==> src/rtl/bmp_rle_decoder_macros.svh <==
// Assertion macros shared by the BMP RLE decoder RTL.
// Depends on nothing; included by the files that carry assertions.
`ifndef BMP_RLE_DECODER_MACROS_SVH
`define BMP_RLE_DECODER_MACROS_SVH

// Checks that the consequent holds in the same cycle as the antecedent.
`define BRD_ASSERT_NOW(label, clk, rst_n, ante, cons) \
  label: assert property (@(posedge clk) disable iff (!rst_n) (ante) |-> (cons)) \
    else $error("bmp_rle_decoder assertion failed");

// Checks that the consequent holds in the cycle after the antecedent.
`define BRD_ASSERT_NEXT(label, clk, rst_n, ante, cons) \
  label: assert property (@(posedge clk) disable iff (!rst_n) (ante) |=> (cons)) \
    else $error("bmp_rle_decoder assertion failed");

`endif

==> src/rtl/brd_pkg.sv <==
// Types, codes and constants of the BMP RLE decoder.
// Used by brd_core and bmp_rle_decoder; depends on nothing.
`default_nettype none

package brd_pkg;

  localparam int unsigned BRD_ADDRESS_BITS = 24;

  // Configuration register indexes.
  localparam logic [1:0] CFG_RLE_MODE   = 2'd0;
  localparam logic [1:0] CFG_ROW_STRIDE = 2'd1;
  localparam logic [1:0] CFG_DEST_SIZE  = 2'd2;

  // Escape codes that follow a zero count byte.
  localparam logic [7:0] ESC_EOL   = 8'h00;
  localparam logic [7:0] ESC_EOB   = 8'h01;
  localparam logic [7:0] ESC_DELTA = 8'h02;

  localparam logic [15:0] COL_MAX = 16'hFFFF;

  typedef enum logic [1:0] {
    ERR_NONE   = 2'd0,
    ERR_BOUNDS = 2'd1,
    ERR_ODD    = 2'd2,
    ERR_TRUNC  = 2'd3
  } brd_err_e;

  typedef enum logic [6:0] {
    PH_COUNT   = 7'b0000001,
    PH_VALUE   = 7'b0000010,
    PH_ESCAPE  = 7'b0000100,
    PH_DELTA_X = 7'b0001000,
    PH_DELTA_Y = 7'b0010000,
    PH_LITERAL = 7'b0100000,
    PH_PAD     = 7'b1000000
  } brd_phase_e;

  typedef struct packed {
    logic [7:0] coded_byte;
    logic       last_byte;
  } brd_in_t;

  typedef struct packed {
    logic [23:0] write_address;
    logic [7:0]  fill_value;
    logic [7:0]  fill_count;
    logic        image_end;
    logic [1:0]  error_code;
  } brd_out_t;

  typedef struct packed {
    logic        rle_mode;
    logic [15:0] row_stride;
    logic [23:0] dest_size;
  } brd_cfg_t;

endpackage

`default_nettype wire

==> src/rtl/brd_core.sv <==
// Parser state and combinational step logic of the BMP RLE decoder.
// Depends on brd_pkg; instantiated by bmp_rle_decoder.
`default_nettype none

module brd_core import brd_pkg::*; #(
  parameter int unsigned ADDRESS_BITS = BRD_ADDRESS_BITS
) (
  input  wire logic     clk_i,
  input  wire logic     rst_ni,
  input  wire logic     fire_i,
  input  wire brd_in_t  item_i,
  input  wire brd_cfg_t cfg_i,
  output logic          res_valid_o,
  output brd_out_t      res_o
);

  localparam logic [32:0] AddrLimit = 33'(1) << ADDRESS_BITS;

  brd_phase_e  phase_q, phase_d;
  logic [15:0] col_q, col_d;
  logic [15:0] row_q, row_d;
  logic [23:0] ptr_q, ptr_d;
  logic [7:0]  plen_q, plen_d;
  logic [7:0]  lleft_q, lleft_d;
  logic        parity_q, parity_d;
  logic [7:0]  dx_q, dx_d;
  logic        fin_q, fin_d;

  logic        four;
  logic [7:0]  b;
  logic        last;
  logic [23:0] de;
  logic [7:0]  run_c, lit_c, chk_c;
  logic        fits;
  logic [7:0]  col_arg;
  logic [16:0] col_raw;
  logic [15:0] col_sum;
  logic [16:0] mul_row;
  logic [31:0] prod;
  logic [15:0] xoff;
  logic [32:0] pos;
  logic        pos_ok;
  logic [7:0]  lleft_next;

  logic        n;
  logic        is_end;
  brd_err_e    err;
  logic [23:0] addr;
  logic [7:0]  val;
  logic [7:0]  cnt;

  assign four = cfg_i.rle_mode;
  assign b    = item_i.coded_byte;
  assign last = item_i.last_byte;

  // The usable limit is the smaller of dest_size and the address space; it fits 24 bits.
  assign de = ({9'b0, cfg_i.dest_size} < AddrLimit) ? cfg_i.dest_size : AddrLimit[23:0];

  assign run_c = four ? {1'b0, plen_q[7:1]} : plen_q;
  assign lit_c = four ? {1'b0, b[7:1]} : b;
  assign chk_c = (phase_q == PH_VALUE) ? run_c : lit_c;
  // The pointer never passes the limit, so the space check is an add and a compare.
  assign fits  = ({1'b0, ptr_q} + {17'b0, chk_c}) <= {1'b0, de};

  always_comb begin
    case (phase_q)
      PH_VALUE:  col_arg = plen_q;
      PH_ESCAPE: col_arg = b;
      default:   col_arg = dx_q;
    endcase
  end
  assign col_raw = {1'b0, col_q} + {9'b0, col_arg};
  assign col_sum = col_raw[16] ? COL_MAX : col_raw[15:0];

  // End of line and delta share one row multiplier.
  assign mul_row = (phase_q == PH_ESCAPE) ? ({1'b0, row_q} + 17'd1)
                                          : ({1'b0, row_q} + {9'b0, b});
  assign prod    = {16'b0, mul_row[15:0]} * {16'b0, cfg_i.row_stride};
  assign xoff    = (phase_q == PH_DELTA_Y) ? (four ? {1'b0, col_sum[15:1]} : col_sum)
                                           : 16'd0;
  assign pos     = {1'b0, prod} + {17'b0, xoff};
  assign pos_ok  = !mul_row[16] && (pos < {9'b0, de});

  assign lleft_next = (lleft_q == 8'd0) ? 8'd0 : lleft_q - 8'd1;

  always_comb begin
    phase_d  = phase_q;
    col_d    = col_q;
    row_d    = row_q;
    ptr_d    = ptr_q;
    plen_d   = plen_q;
    lleft_d  = lleft_q;
    dx_d     = dx_q;
    fin_d    = fin_q;
    parity_d = ~parity_q;
    n        = 1'b0;
    is_end   = 1'b0;
    err      = ERR_NONE;
    addr     = 24'd0;
    val      = 8'd0;
    cnt      = 8'd0;

    case (phase_q)
      PH_COUNT: begin
        if (b == 8'd0) begin
          phase_d = PH_ESCAPE;
        end else if (four && b[0]) begin
          err = ERR_ODD;
        end else begin
          plen_d  = b;
          phase_d = PH_VALUE;
        end
      end
      PH_VALUE: begin
        if (!fits) begin
          err = ERR_BOUNDS;
        end else begin
          n       = 1'b1;
          addr    = ptr_q;
          val     = b;
          cnt     = run_c;
          ptr_d   = ptr_q + {16'b0, run_c};
          col_d   = col_sum;
          phase_d = PH_COUNT;
        end
      end
      PH_ESCAPE: begin
        if (b == ESC_EOL) begin
          if (!pos_ok) begin
            err = ERR_BOUNDS;
          end else begin
            row_d   = mul_row[15:0];
            col_d   = 16'd0;
            ptr_d   = pos[23:0];
            phase_d = PH_COUNT;
          end
        end else if (b == ESC_EOB) begin
          n      = 1'b1;
          is_end = 1'b1;
        end else if (b == ESC_DELTA) begin
          phase_d = PH_DELTA_X;
        end else if (four && b[0]) begin
          err = ERR_ODD;
        end else if (!fits) begin
          err = ERR_BOUNDS;
        end else begin
          lleft_d = lit_c;
          col_d   = col_sum;
          phase_d = PH_LITERAL;
        end
      end
      PH_DELTA_X: begin
        dx_d    = b;
        phase_d = PH_DELTA_Y;
      end
      PH_DELTA_Y: begin
        if (!pos_ok) begin
          err = ERR_BOUNDS;
        end else begin
          col_d   = col_sum;
          row_d   = mul_row[15:0];
          ptr_d   = pos[23:0];
          phase_d = PH_COUNT;
        end
      end
      PH_LITERAL: begin
        n       = 1'b1;
        addr    = ptr_q;
        val     = b;
        cnt     = 8'd1;
        ptr_d   = ptr_q + 24'd1;
        lleft_d = lleft_next;
        // A run that ends on an even source offset is followed by a pad byte.
        if (lleft_next == 8'd0) begin
          phase_d = parity_q ? PH_COUNT : PH_PAD;
        end
      end
      default: begin
        phase_d = PH_COUNT;
      end
    endcase

    if (err != ERR_NONE) begin
      n      = 1'b1;
      is_end = 1'b1;
      addr   = 24'd0;
      val    = 8'd0;
      cnt    = 8'd0;
    end else if (last && !is_end) begin
      n      = 1'b1;
      is_end = 1'b1;
      if (phase_d != PH_COUNT && phase_d != PH_PAD) begin
        err  = ERR_TRUNC;
        addr = 24'd0;
        val  = 8'd0;
        cnt  = 8'd0;
      end
    end

    if (is_end && !last) begin
      fin_d = 1'b1;
    end

    // After the image closes, bytes are dropped until the last one.
    if (fin_q) begin
      n        = 1'b0;
      phase_d  = phase_q;
      col_d    = col_q;
      row_d    = row_q;
      ptr_d    = ptr_q;
      plen_d   = plen_q;
      lleft_d  = lleft_q;
      dx_d     = dx_q;
      parity_d = parity_q;
      fin_d    = fin_q;
    end

    if ((is_end || fin_q) && last) begin
      phase_d  = PH_COUNT;
      col_d    = 16'd0;
      row_d    = 16'd0;
      ptr_d    = 24'd0;
      plen_d   = 8'd0;
      lleft_d  = 8'd0;
      dx_d     = 8'd0;
      parity_d = 1'b0;
      fin_d    = 1'b0;
    end
  end

  always_ff @(posedge clk_i or negedge rst_ni) begin
    if (!rst_ni) begin
      phase_q  <= PH_COUNT;
      col_q    <= 16'd0;
      row_q    <= 16'd0;
      ptr_q    <= 24'd0;
      plen_q   <= 8'd0;
      lleft_q  <= 8'd0;
      parity_q <= 1'b0;
      dx_q     <= 8'd0;
      fin_q    <= 1'b0;
    end else if (fire_i) begin
      phase_q  <= phase_d;
      col_q    <= col_d;
      row_q    <= row_d;
      ptr_q    <= ptr_d;
      plen_q   <= plen_d;
      lleft_q  <= lleft_d;
      parity_q <= parity_d;
      dx_q     <= dx_d;
      fin_q    <= fin_d;
    end
  end

  assign res_valid_o         = fire_i && n;
  assign res_o.write_address = addr;
  assign res_o.fill_value    = val;
  assign res_o.fill_count    = cnt;
  assign res_o.image_end     = is_end;
  assign res_o.error_code    = err;

endmodule

`default_nettype wire

==> src/rtl/bmp_rle_decoder.sv <==
// Top level of the BMP RLE8/RLE4 decoder: channels, configuration registers, pipeline.
// Depends on brd_pkg, brd_core and bmp_rle_decoder_macros.svh.
//
// Usage:
//   Compressed bytes enter on the in channel (coded_byte plus a last_byte flag);
//   fill commands leave on the out channel. Each command asks the receiver to
//   write fill_count copies of fill_value from write_address on; a command with
//   fill_count zero only reports the end of the image and its error code.
//   Registers are written on the cfg channel (index 0 mode, 1 row stride,
//   2 destination size); the user must write them only while no request is in
//   flight; the block does not enforce it. cfg_ready_o is always high. A byte
//   is held in the input register and its command, if any, in the output register.
//   Throughput: one byte per cycle while the receiver does not stall, set by the
//   single parse stage between the input register and the output register.
//   When the receiver stalls, the output register holds its command, the input
//   register holds one more byte, and in_ready_o drops only when both are full.
//   Reset empties both registers, returns the parser to the start of an image,
//   and sets mode RLE8, stride 4 and destination size 0. No clearing pass.
`default_nettype none
`include "bmp_rle_decoder_macros.svh"

module bmp_rle_decoder import brd_pkg::*; #(
  parameter int unsigned ADDRESS_BITS = BRD_ADDRESS_BITS
) (
  input  wire logic        clk_i,
  input  wire logic        rst_ni,
  input  wire logic        in_valid_i,
  output logic             in_ready_o,
  input  wire brd_in_t     in_data_i,
  output logic             out_valid_o,
  input  wire logic        out_ready_i,
  output brd_out_t         out_data_o,
  input  wire logic        cfg_valid_i,
  output logic             cfg_ready_o,
  input  wire logic [1:0]  cfg_index_i,
  input  wire logic [23:0] cfg_data_i
);

  brd_cfg_t cfg_q;
  logic     s0_valid_q;
  brd_in_t  s0_data_q;
  logic     out_valid_q;
  brd_out_t out_data_q;
  logic     adv;
  logic     in_fire;
  logic     res_valid;
  brd_out_t res;

  assign cfg_ready_o = 1'b1;

  always_ff @(posedge clk_i or negedge rst_ni) begin
    if (!rst_ni) begin
      cfg_q.rle_mode   <= 1'b0;
      cfg_q.row_stride <= 16'd4;
      cfg_q.dest_size  <= 24'd0;
    end else if (cfg_valid_i) begin
      case (cfg_index_i)
        CFG_RLE_MODE:   cfg_q.rle_mode   <= cfg_data_i[0];
        CFG_ROW_STRIDE: cfg_q.row_stride <= cfg_data_i[15:0];
        CFG_DEST_SIZE:  cfg_q.dest_size  <= cfg_data_i;
        default: begin
        end
      endcase
    end
  end

  // The parse stage advances whenever the output register is free or being emptied.
  assign adv        = s0_valid_q && (!out_valid_q || out_ready_i);
  assign in_ready_o = !s0_valid_q || adv;
  assign in_fire    = in_valid_i && in_ready_o;

  always_ff @(posedge clk_i or negedge rst_ni) begin
    if (!rst_ni) begin
      s0_valid_q <= 1'b0;
    end else if (in_fire) begin
      s0_valid_q <= 1'b1;
    end else if (adv) begin
      s0_valid_q <= 1'b0;
    end
  end

  always_ff @(posedge clk_i) begin
    if (in_fire) begin
      s0_data_q <= in_data_i;
    end
  end

  brd_core #(
    .ADDRESS_BITS(ADDRESS_BITS)
  ) u_core (
    .clk_i      (clk_i),
    .rst_ni     (rst_ni),
    .fire_i     (adv),
    .item_i     (s0_data_q),
    .cfg_i      (cfg_q),
    .res_valid_o(res_valid),
    .res_o      (res)
  );

  always_ff @(posedge clk_i or negedge rst_ni) begin
    if (!rst_ni) begin
      out_valid_q <= 1'b0;
    end else if (adv) begin
      out_valid_q <= res_valid;
    end else if (out_ready_i) begin
      out_valid_q <= 1'b0;
    end
  end

  always_ff @(posedge clk_i) begin
    if (res_valid) begin
      out_data_q <= res;
    end
  end

  assign out_valid_o = out_valid_q;
  assign out_data_o  = out_data_q;

  `BRD_ASSERT_NEXT(a_s0_holds_on_stall, clk_i, rst_ni,
                   s0_valid_q && out_valid_q && !out_ready_i,
                   s0_valid_q && $stable(s0_data_q))
  `BRD_ASSERT_NEXT(a_result_reaches_output, clk_i, rst_ni, res_valid, out_valid_o)
  `BRD_ASSERT_NEXT(a_error_closes_image, clk_i, rst_ni,
                   res_valid && (res.error_code != ERR_NONE), out_data_o.image_end)
  `BRD_ASSERT_NOW(a_no_fill_after_end, clk_i, rst_ni,
                  res_valid && res.image_end && (res.error_code != ERR_NONE),
                  res.fill_count == 8'd0)

endmodule

`default_nettype wire
==> config.mk <==
export PLATFORM = sky130hd
export DESIGN_NAME = bmp_rle_decoder
export DESIGN_NICKNAME = d
export VERILOG_FILES = /design/src/rtl/brd_pkg.sv /design/src/rtl/brd_core.sv /design/src/rtl/bmp_rle_decoder.sv
export VERILOG_INCLUDE_DIRS = /design/src /design/src/rtl
export SDC_FILE = /design/constraint.sdc
export NUM_CORES = 1
export LEC_CHECK = 0
export BUFFER_PORTS_ARGS = -buffer_cell sky130_fd_sc_hd__buf_2
export CAP_MARGIN = 20
export CORE_MARGIN = 4
export CORE_UTILIZATION = 65
export DETAILED_ROUTE_END_ITERATION = 16
export PLACE_DENSITY_LB_ADDON = 0.3
export SLEW_MARGIN = 40
export SYNTH_ARGS = -nofsm -noshare
export SYNTH_HDL_FRONTEND = slang
export SYNTH_SLANG_ARGS = --single-unit
==> constraint.sdc <==
create_clock -name clk_i -period 15.6 [get_ports clk_i]
set_input_delay 0.78 -clock clk_i [delete_from_list [all_inputs] [get_ports clk_i]]
set_output_delay 0.78 -clock clk_i [all_outputs]
set_load 0.01 [all_outputs]
==> results of run 1 <==
-- kinds of logic (layout without fill, tap and decap cells) --
kind of cell	Yosys count	count (layout)	synth area share
muxes	61	61	0.0319
AOI/OAI and AO/OA	465	465	0.145
adders and majority gates	406	406	0.312
DFF	184	184	0.227
other	1	2	0.000175
xor gates and xnor gates	68	68	0.0277
and+or+nand+nor	769	769	0.175
buffers and inverters	465	496	0.0826
-- critical path: cells and delay by family (launching register included) --
family | cells | cell delay, ps
adders and majority gates | 9 | 3980
AOI/OAI and AO/OA | 17 | 3860
and+or+nand+nor | 11 | 3440
buffers and inverters | 9 | 850
xor gates and xnor gates | 2 | 460
DFF | 1 | 430
-- cell usage after synthesis, types with 19 or more instances --
cell type,instances,area [µm²]
and2_1,117,732
nand3_1,57,285
nand2_1,291,1090
nor3_1,42,210
edfxtp_1,52,1560
xor2_1,27,236
clkbuf_1,92,345
a22o_1,27,236
inv_1,348,1310
fa_1,215,4300
dfrtp_1,130,3250
mux2_2,40,450
o21ai_0,93,465
xnor2_1,41,359
o211ai_1,20,150
mux2i_1,19,190
nand2b_1,20,125
ha_1,191,2390
a21o_1,43,323
nand4_1,25,156
nor2_1,115,432
nor2b_1,21,131
a21oi_1,118,591
-- through the flow --
| step | util | hold WS, ps |
|---|---|---|
| 2_1_floorplan | - | 460 |
| 3_3_place_gp | 0.684 | 475 |
| 6_report | 0.704 | 360 |
| 3_5_place_dp | 0.686 | 478 |
| 4_1_cts | 0.703 | 425 |
| 5_1_grt | 0.704 | 417 |
-- final cells by class --
type                       instances  area, µm²
sequential                       184       4870
clock inverter                    15        154
inverter                         349       1310
antenna                            1       2.50
timing repair buffer             115        664
fill                            2590       9640
clock buffer                      17        425
tap                              442        553
multi-input combinational       1770      14900
-- sequential cells by signal, indices dropped and copies added, names as in the netlist --
| signal | cells |
|---|---|
| out_data_o | 43 |
| cfg_q | 41 |
| u_core.ptr_q | 24 |
| u_core.col_q | 16 |
| u_core.row_q | 16 |
| s0_data_q | 9 |
| u_core.dx_q | 8 |
| u_core.lleft_q | 8 |
| u_core.plen_q | 8 |
| u_core.phase_q | 7 |
| out_valid_o | 1 |
| s0_valid_q | 1 |
| u_core.fin_q | 1 |
| u_core.parity_q | 1 |
-- final timing paths --
path | depth (start not counted) | endpoint
worst max-delay path | 48 | u_core.row_q[11]$_DFFE_PN0P_
worst min-delay path | 1 | u_core.lleft_q[4]$_DFFE_PN0P_
worst max register to register | 48 | u_core.row_q[11]$_DFFE_PN0P_
worst min register to register | 1 | u_core.col_q[7]$_DFFE_PN0P_
max in group asynchronous | 2 | cfg_q[27]$_DFFE_PN0P_
min in group clk_i | 1 | s0_data_q[0]$_DFFE_PP_
-- layer usage --
metal / up-vias / track usage / routed length, µm
met1: 9059 / 0.475 / 24600
met3: 144 / 0.0765 / 5820
met5: - / 0 / 0
met2: 937 / 0.552 / 28500
li1: 8160 / - / -
met4: 0 / 0.110 / 1910
==> summary.txt, run 1 <==
Global route
  • Vias in the first global route: 18700
  • GRT Resource Usage Total: 0.345
  • Largest net degree at the start of global routing: 77
  • Global-route wire length before repair: 98.8 mm
  • GRT overflow: 0
  • Initial antenna violation count: 0

Timing
  • Setup TNS Final: 0 ps
  • RSZ-0062 raised after global routing: false
  • Final period utilization: 0.841
  • Slew of the pin with the lowest slew margin: 883 ps
  • Setup Skew: 12.1 ps
  • Final hold vios: 0
  • Tmin final: 13110 ps
  • Max Slew Vio Count: 0
  • FMAX: 76.3 MHz
  • Final setup margin: 2490 ps
  • Final setup violation count: 0
  • Rel. slew slack: 0.407

Setup path
  • R2R Setup Slk: 2490 ps
  • Worst-path maximum fanout: 16
  • Critical Path Most Common Cell: inv_1
  • Worst EP required: 15990 ps
  • Critical Path Sink Type: flip-flop
  • Critical Path AT: 13500 ps
  • Reg-to-Reg Start: u_core.phase_q[5]$_DFFE_PN0P_
  • Kind of critical path: reg2reg
  • Worst path max stage delay: 730 ps
  • Startpoint types: flip-flop
  • Worst setup path startpoint: u_core.phase_q[5]$_DFFE_PN0P_
  • Max stage delay cell, worst path: nor3_2

Detailed routing
  • Post-Route WL: 60.9 mm
  • Vias per cell: 6.33
  • DR WL/cell: 21.0 µm
  • Initial DRC Count: 1588
  • Drt drc: 0
  • Post-route ant nets: 0
  • Vias: 18300
  • Drt pass-1 iters: 5

Flow run
  • MaxCap Viol Count: 0

Finish
  • Layout cells sized above 1: 0.0914
  • Commonest cells after routing, fill and taps aside: 348 x inv_1, 291 x nand2_1, 215 x fa_1, 191 x ha_1, 130 x dfrtp_1
  • Design area: 0.0229 mm²
  • Final Non-Filler Cells: 2893
  • Most common cell after layout, fill and taps aside: inv_1
  • Nets: 2883
  • Layout area overhead: 6.57%

Clocking
  • Postcts setup bufs: 0
  • CTS tree: done
  • Clock root buffer: clkbuf_16
  • Num CTS Buffers: 17
  • Number of H-tree levels: 4
  • CTS Sinks: 184
  • CTS clk-pin slew, worst paths: 80 ps
  • Post-CTS Resized: 0
  • Worst skew pair latency: 450 ps
  • CTS max path bufs: 2
  • CTS Hold Bufs: 0

Floorplanning
  • Initial Util: 0.660
  • Row cnt: 66
  • Core ar.: 0.0325 mm²
  • Die ar.: 0.0360 mm²
  • Total I/O pin count: 86
  • Die height: 190 µm
  • Die Width: 190 µm

Placed design
  • Post-Place Setup Slack: 2760 ps
  • Placed cells: 2860
  • Placement Cell Area: 0.0223 mm²
  • PortBufs: 84
  • Post-DP HPWL: 47.9 mm
  • Final RePlAce weighted congestion: 1.00

Synthesis
  • Ys async rst share: 0.717
  • Seq/Total Area, Yosys: 0.227
  • EDFF count, synth: 52
  • Warnings from Yosys: 0
  • Yosys reg bits: 184
  • Synthesized area per cell: 8.88 µm²
  • Syn_nets: 2865
  • Mapped Cells: 2419
  • Cell variety after synth: 89
  • Cell Area, Synth: 0.0215 mm²
  • Post-synth top flop: dfrtp_1

Hold path
  • Hold WC Path Type: in2async

Run status
  • Status: completed
Power of run 1 is left out: the tool's default activity adds up to more than one toggle a clock period on the data nets, which glitch-free logic cannot reach.
==> run 2: changes to the inputs <==
ABC_AREA = 1   (was not set)
clock period = 12.8 ns   (was 15.6 ns; I/O delays follow)
==> summary.txt, run 2 <==
Detailed routing
  • Post-route ant nets: 0 (unchanged)
  • Drt pass-1 iters: 6 (was 5)
  • Vias per cell: 5.75 (was 6.33)
  • DR WL/cell: 18.8 µm (was 21.0 µm)
  • Drt drc: 0 (unchanged)
  • Vias: 19700 (was 18300)
  • Post-Route WL: 64.3 mm (was 60.9 mm)
  • Initial DRC Count: 1700 (was 1588)

Setup path
  • Critical Path AT: 12260 ps (was 13500 ps)
  • Worst-path maximum fanout: 21 (was 16)
  • Reg2Reg Depth: 53 (was 48)
  • Worst EP required: 13020 ps (was 15990 ps)
  • Critical Path Most Common Cell: nand2_1 (was inv_1)
  • R2R Setup Slk: 760 ps (was 2490 ps)
  • FF-to-FF End: out_data_o[31]$_SDFFCE_PP0P_ (was u_core.row_q[11]$_DFFE_PN0P_)
  • Worst path max stage delay: 570 ps (was 730 ps)
  • Startpoint types: flip-flop (unchanged)
  • Top delay family on crit path: adder cells (unchanged)
  • Critical Path Sink Type: flip-flop (unchanged)
  • Worst setup path startpoint: u_core.phase_q[5]$_DFFE_PN0P_ (unchanged)
  • Reg-to-Reg Start: u_core.phase_q[5]$_DFFE_PN0P_ (unchanged)
  • Max stage delay cell, worst path: o21ai_0 (was nor3_2)
  • WP buf/inv: 10 (was 9)
  • Kind of critical path: reg2reg (unchanged)

Timing
  • Max Slew Vio Count: 0 (unchanged)
  • Final hold vios: 0 (unchanged)
  • Tightest hold margin: 156 ps (was 360 ps)
  • Tmin final: 12040 ps (was 13110 ps)
  • Slew of the pin with the lowest slew margin: 819 ps (was 883 ps)
  • Final setup margin: 760 ps (was 2490 ps)
  • Setup TNS Final: 0 ps (unchanged)
  • Setup Skew: 14.4 ps (was 12.1 ps)
  • FMAX: 83.1 MHz (was 76.3 MHz)
  • RSZ-0062 raised after global routing: false (unchanged)
  • Rel. slew slack: 0.454 (was 0.407)
  • Final period utilization: 0.941 (was 0.841)
  • Final setup violation count: 0 (unchanged)

Floorplanning
  • Die Width: 192 µm (was 190 µm)
  • Die height: 192 µm (was 190 µm)
  • Row cnt: 67 (was 66)
  • Total I/O pin count: 86 (unchanged)
  • Initial Util: 0.657 (was 0.660)
  • Core ar.: 0.0334 mm² (was 0.0325 mm²)
  • Die ar.: 0.0368 mm² (was 0.0360 mm²)

Synthesis
  • Commonest cells in the netlist: 696 x nand2_1, 621 x inv_1, 243 x nor2_1, 215 x fa_1, 191 x ha_1 (was 348 x inv_1, 291 x nand2_1, 215 x fa_1, 191 x ha_1, 130 x dfrtp_1)
  • Synthesized area per cell: 7.49 µm² (was 8.88 µm²)
  • Seq/Total Area, Yosys: 0.222 (was 0.227)
  • Cell variety after synth: 57 (was 89)
  • Area contributors post-synth: fa_1 20%, dfrtp_1 15%, nand2_1 12% (was fa_1 20%, dfrtp_1 15%, ha_1 11%)
  • Ys async rst share: 0.717 (unchanged)
  • Syn_nets: 3380 (was 2865)
  • Mapped Cells: 2934 (was 2419)
  • Post-synth top area cell: fa_1 (unchanged)
  • Warnings from Yosys: 0 (unchanged)
  • Share of the synthesized area in the top cell type: 0.196 (was 0.200)
  • Most common cell in the synthesized netlist: nand2_1 (was inv_1)
  • Post-synth top flop: dfrtp_1 (unchanged)
  • EDFF count, synth: 52 (unchanged)
  • Yosys reg bits: 184 (unchanged)
  • Cell Area, Synth: 0.0220 mm² (was 0.0215 mm²)

Finish
  • Max reg flops: 43 (unchanged)
  • Most common cell after layout, fill and taps aside: nand2_1 (was inv_1)
  • Nets: 3409 (was 2883)
  • Layout cells sized above 1: 0.0706 (was 0.0914)
  • Layout area overhead: 5.93% (was 6.57%)
  • Commonest cells after routing, fill and taps aside: 696 x nand2_1, 621 x inv_1, 241 x nor2_1, 215 x fa_1, 191 x ha_1 (was 348 x inv_1, 291 x nand2_1, 215 x fa_1, 191 x ha_1, 130 x dfrtp_1)
  • N_diodes: 0 (was 1)

Power
  • Power Dens Cells: 230 mW/mm²
  • Worst VDD drop: 0.237 mV
  • Lkg Pwr: 12.3 nW

Clocking
  • CTS Hold Bufs: 0 (unchanged)
  • Num CTS Buffers: 17 (unchanged)
  • CTS clk-pin slew, worst paths: 70 ps (was 80 ps)
  • Post-CTS Resized: 0 (unchanged)
  • CTS max path bufs: 2 (unchanged)
  • CTS Sinks: 184 (unchanged)
  • CTS tree: done (unchanged)
  • Clock root buffer: clkbuf_16 (unchanged)
  • Postcts setup bufs: 0 (unchanged)
  • Worst skew pair latency: 460 ps (was 450 ps)
  • Number of H-tree levels: 4 (unchanged)

Placed design
  • PortBufs: 84 (unchanged)
  • Post-DP HPWL: 52.8 mm (was 47.9 mm)
  • Final RePlAce weighted congestion: 1.00 (about the same)
  • Post-Place Setup Slack: 944 ps (was 2760 ps)

Global route
  • Largest net degree at the start of global routing: 68 (was 77)
  • Global-route wire length before repair: 102 mm (was 98.8 mm)
  • Initial antenna violation count: 0 (unchanged)
  • GRT overflow: 0 (unchanged)
  • Vias in the first global route: 19500 (was 18700)
  • GRT Resource Usage Total: 0.355 (was 0.345)

Hold path
  • Hold WC Path Type: in2async (unchanged)

Run status
  • Status: completed (unchanged)

Flow run
  • MaxCap Viol Count: 0 (unchanged)
run 2: cell count changes after synthesis, sizes merged, moves of 47 or more:
cell,before,now
nor2,116,270
and2,118,2
nand2,291,707
o21ai,104,180
inv,348,636
nand3,57,104
run 2: how the worst max path moves through the flow:
stage / depth (start not counted) / slack (ps) / to
3_5_place_dp: 53 / 940 / out_data_o[37]$_SDFFCE_PP0P_
4_1_cts: 53 / 890 / out_data_o[20]$_SDFFCE_PP0P_
6_report: 53 / 760 / out_data_o[31]$_SDFFCE_PP0P_
2_1_floorplan: 53 / 1580 / out_data_o[0]$_DFFE_PP_
5_1_grt: 52 / 80 / out_data_o[16]$_SDFFCE_PP0P_
3_3_place_gp: 51 / 840 / out_data_o[41]$_SDFFCE_PP0P_
run 2: worst reg2reg max path: cells and delay by family (launching register included):
kind | cells | cell delay (ps)
buffers and inverters | 10 | 1300
and+or+nand+nor | 29 | 4060
xor gates and xnor gates | 1 | 350
adders and majority gates | 10 | 4460
DFF | 1 | 400
AOI/OAI and AO/OA | 3 | 1220
run 2: cells by family (layout without fill, tap and decap cells):
| family | Yosys count | after routing | synth area share |
|---|---|---|---|
| flops | 184 | 184 | 0.222 |
| other cells | 1 | 1 | 0.000171 |
| simple gates | 1175 | 1175 | 0.225 |
| compound gates | 380 | 380 | 0.0978 |
| xor+xnor | 59 | 59 | 0.0239 |
| buf+inv | 729 | 771 | 0.127 |
| fa+ha+maj | 406 | 406 | 0.305 |
run 2: per-layer routing:
layer | up-vias | wire length [µm] | track usage
met5 | - | 0 | 0
met4 | 0 | 2800 | 0.147
met3 | 173 | 5710 | 0.0642
met2 | 900 | 30100 | 0.574
met1 | 9461 | 25600 | 0.475
li1 | 9149 | - | -
run 2: per-stage QoR:
step | util | instance area (µm²) | total power, mW | cells
global placement | 0.678 | 22700 | 4.64 | 3390
finish | 0.696 | 23300 | 5.35 | 3424
floorplan | - | 22000 | 3.69 | 2934
detailed placement | 0.679 | 22700 | 4.77 | 3392
CTS | 0.696 | 23300 | 5.30 | 3424
global route | 0.696 | 23300 | 5.90 | 3424
run 2: area by class of cell:
class                   instances  area, µm²
clock buffers                  19        433
clock inverters                13        108
fillers                      2823      10200
inverters                     642       2410
multi-input cells            2021      14300
flip-flops and latches        184       4870
well taps                     448        561
repair buffers                 97        556
run 2: report_power, final:
part,total (mW),switching [mW],leakage [nW],internal (mW)
clock network,0.506,0.252,0.262,0.254
registers,0.862,0.126,2.22,0.736
logic,3.98,2.63,9.78,1.35
Power figures use the tool's default switching activity.
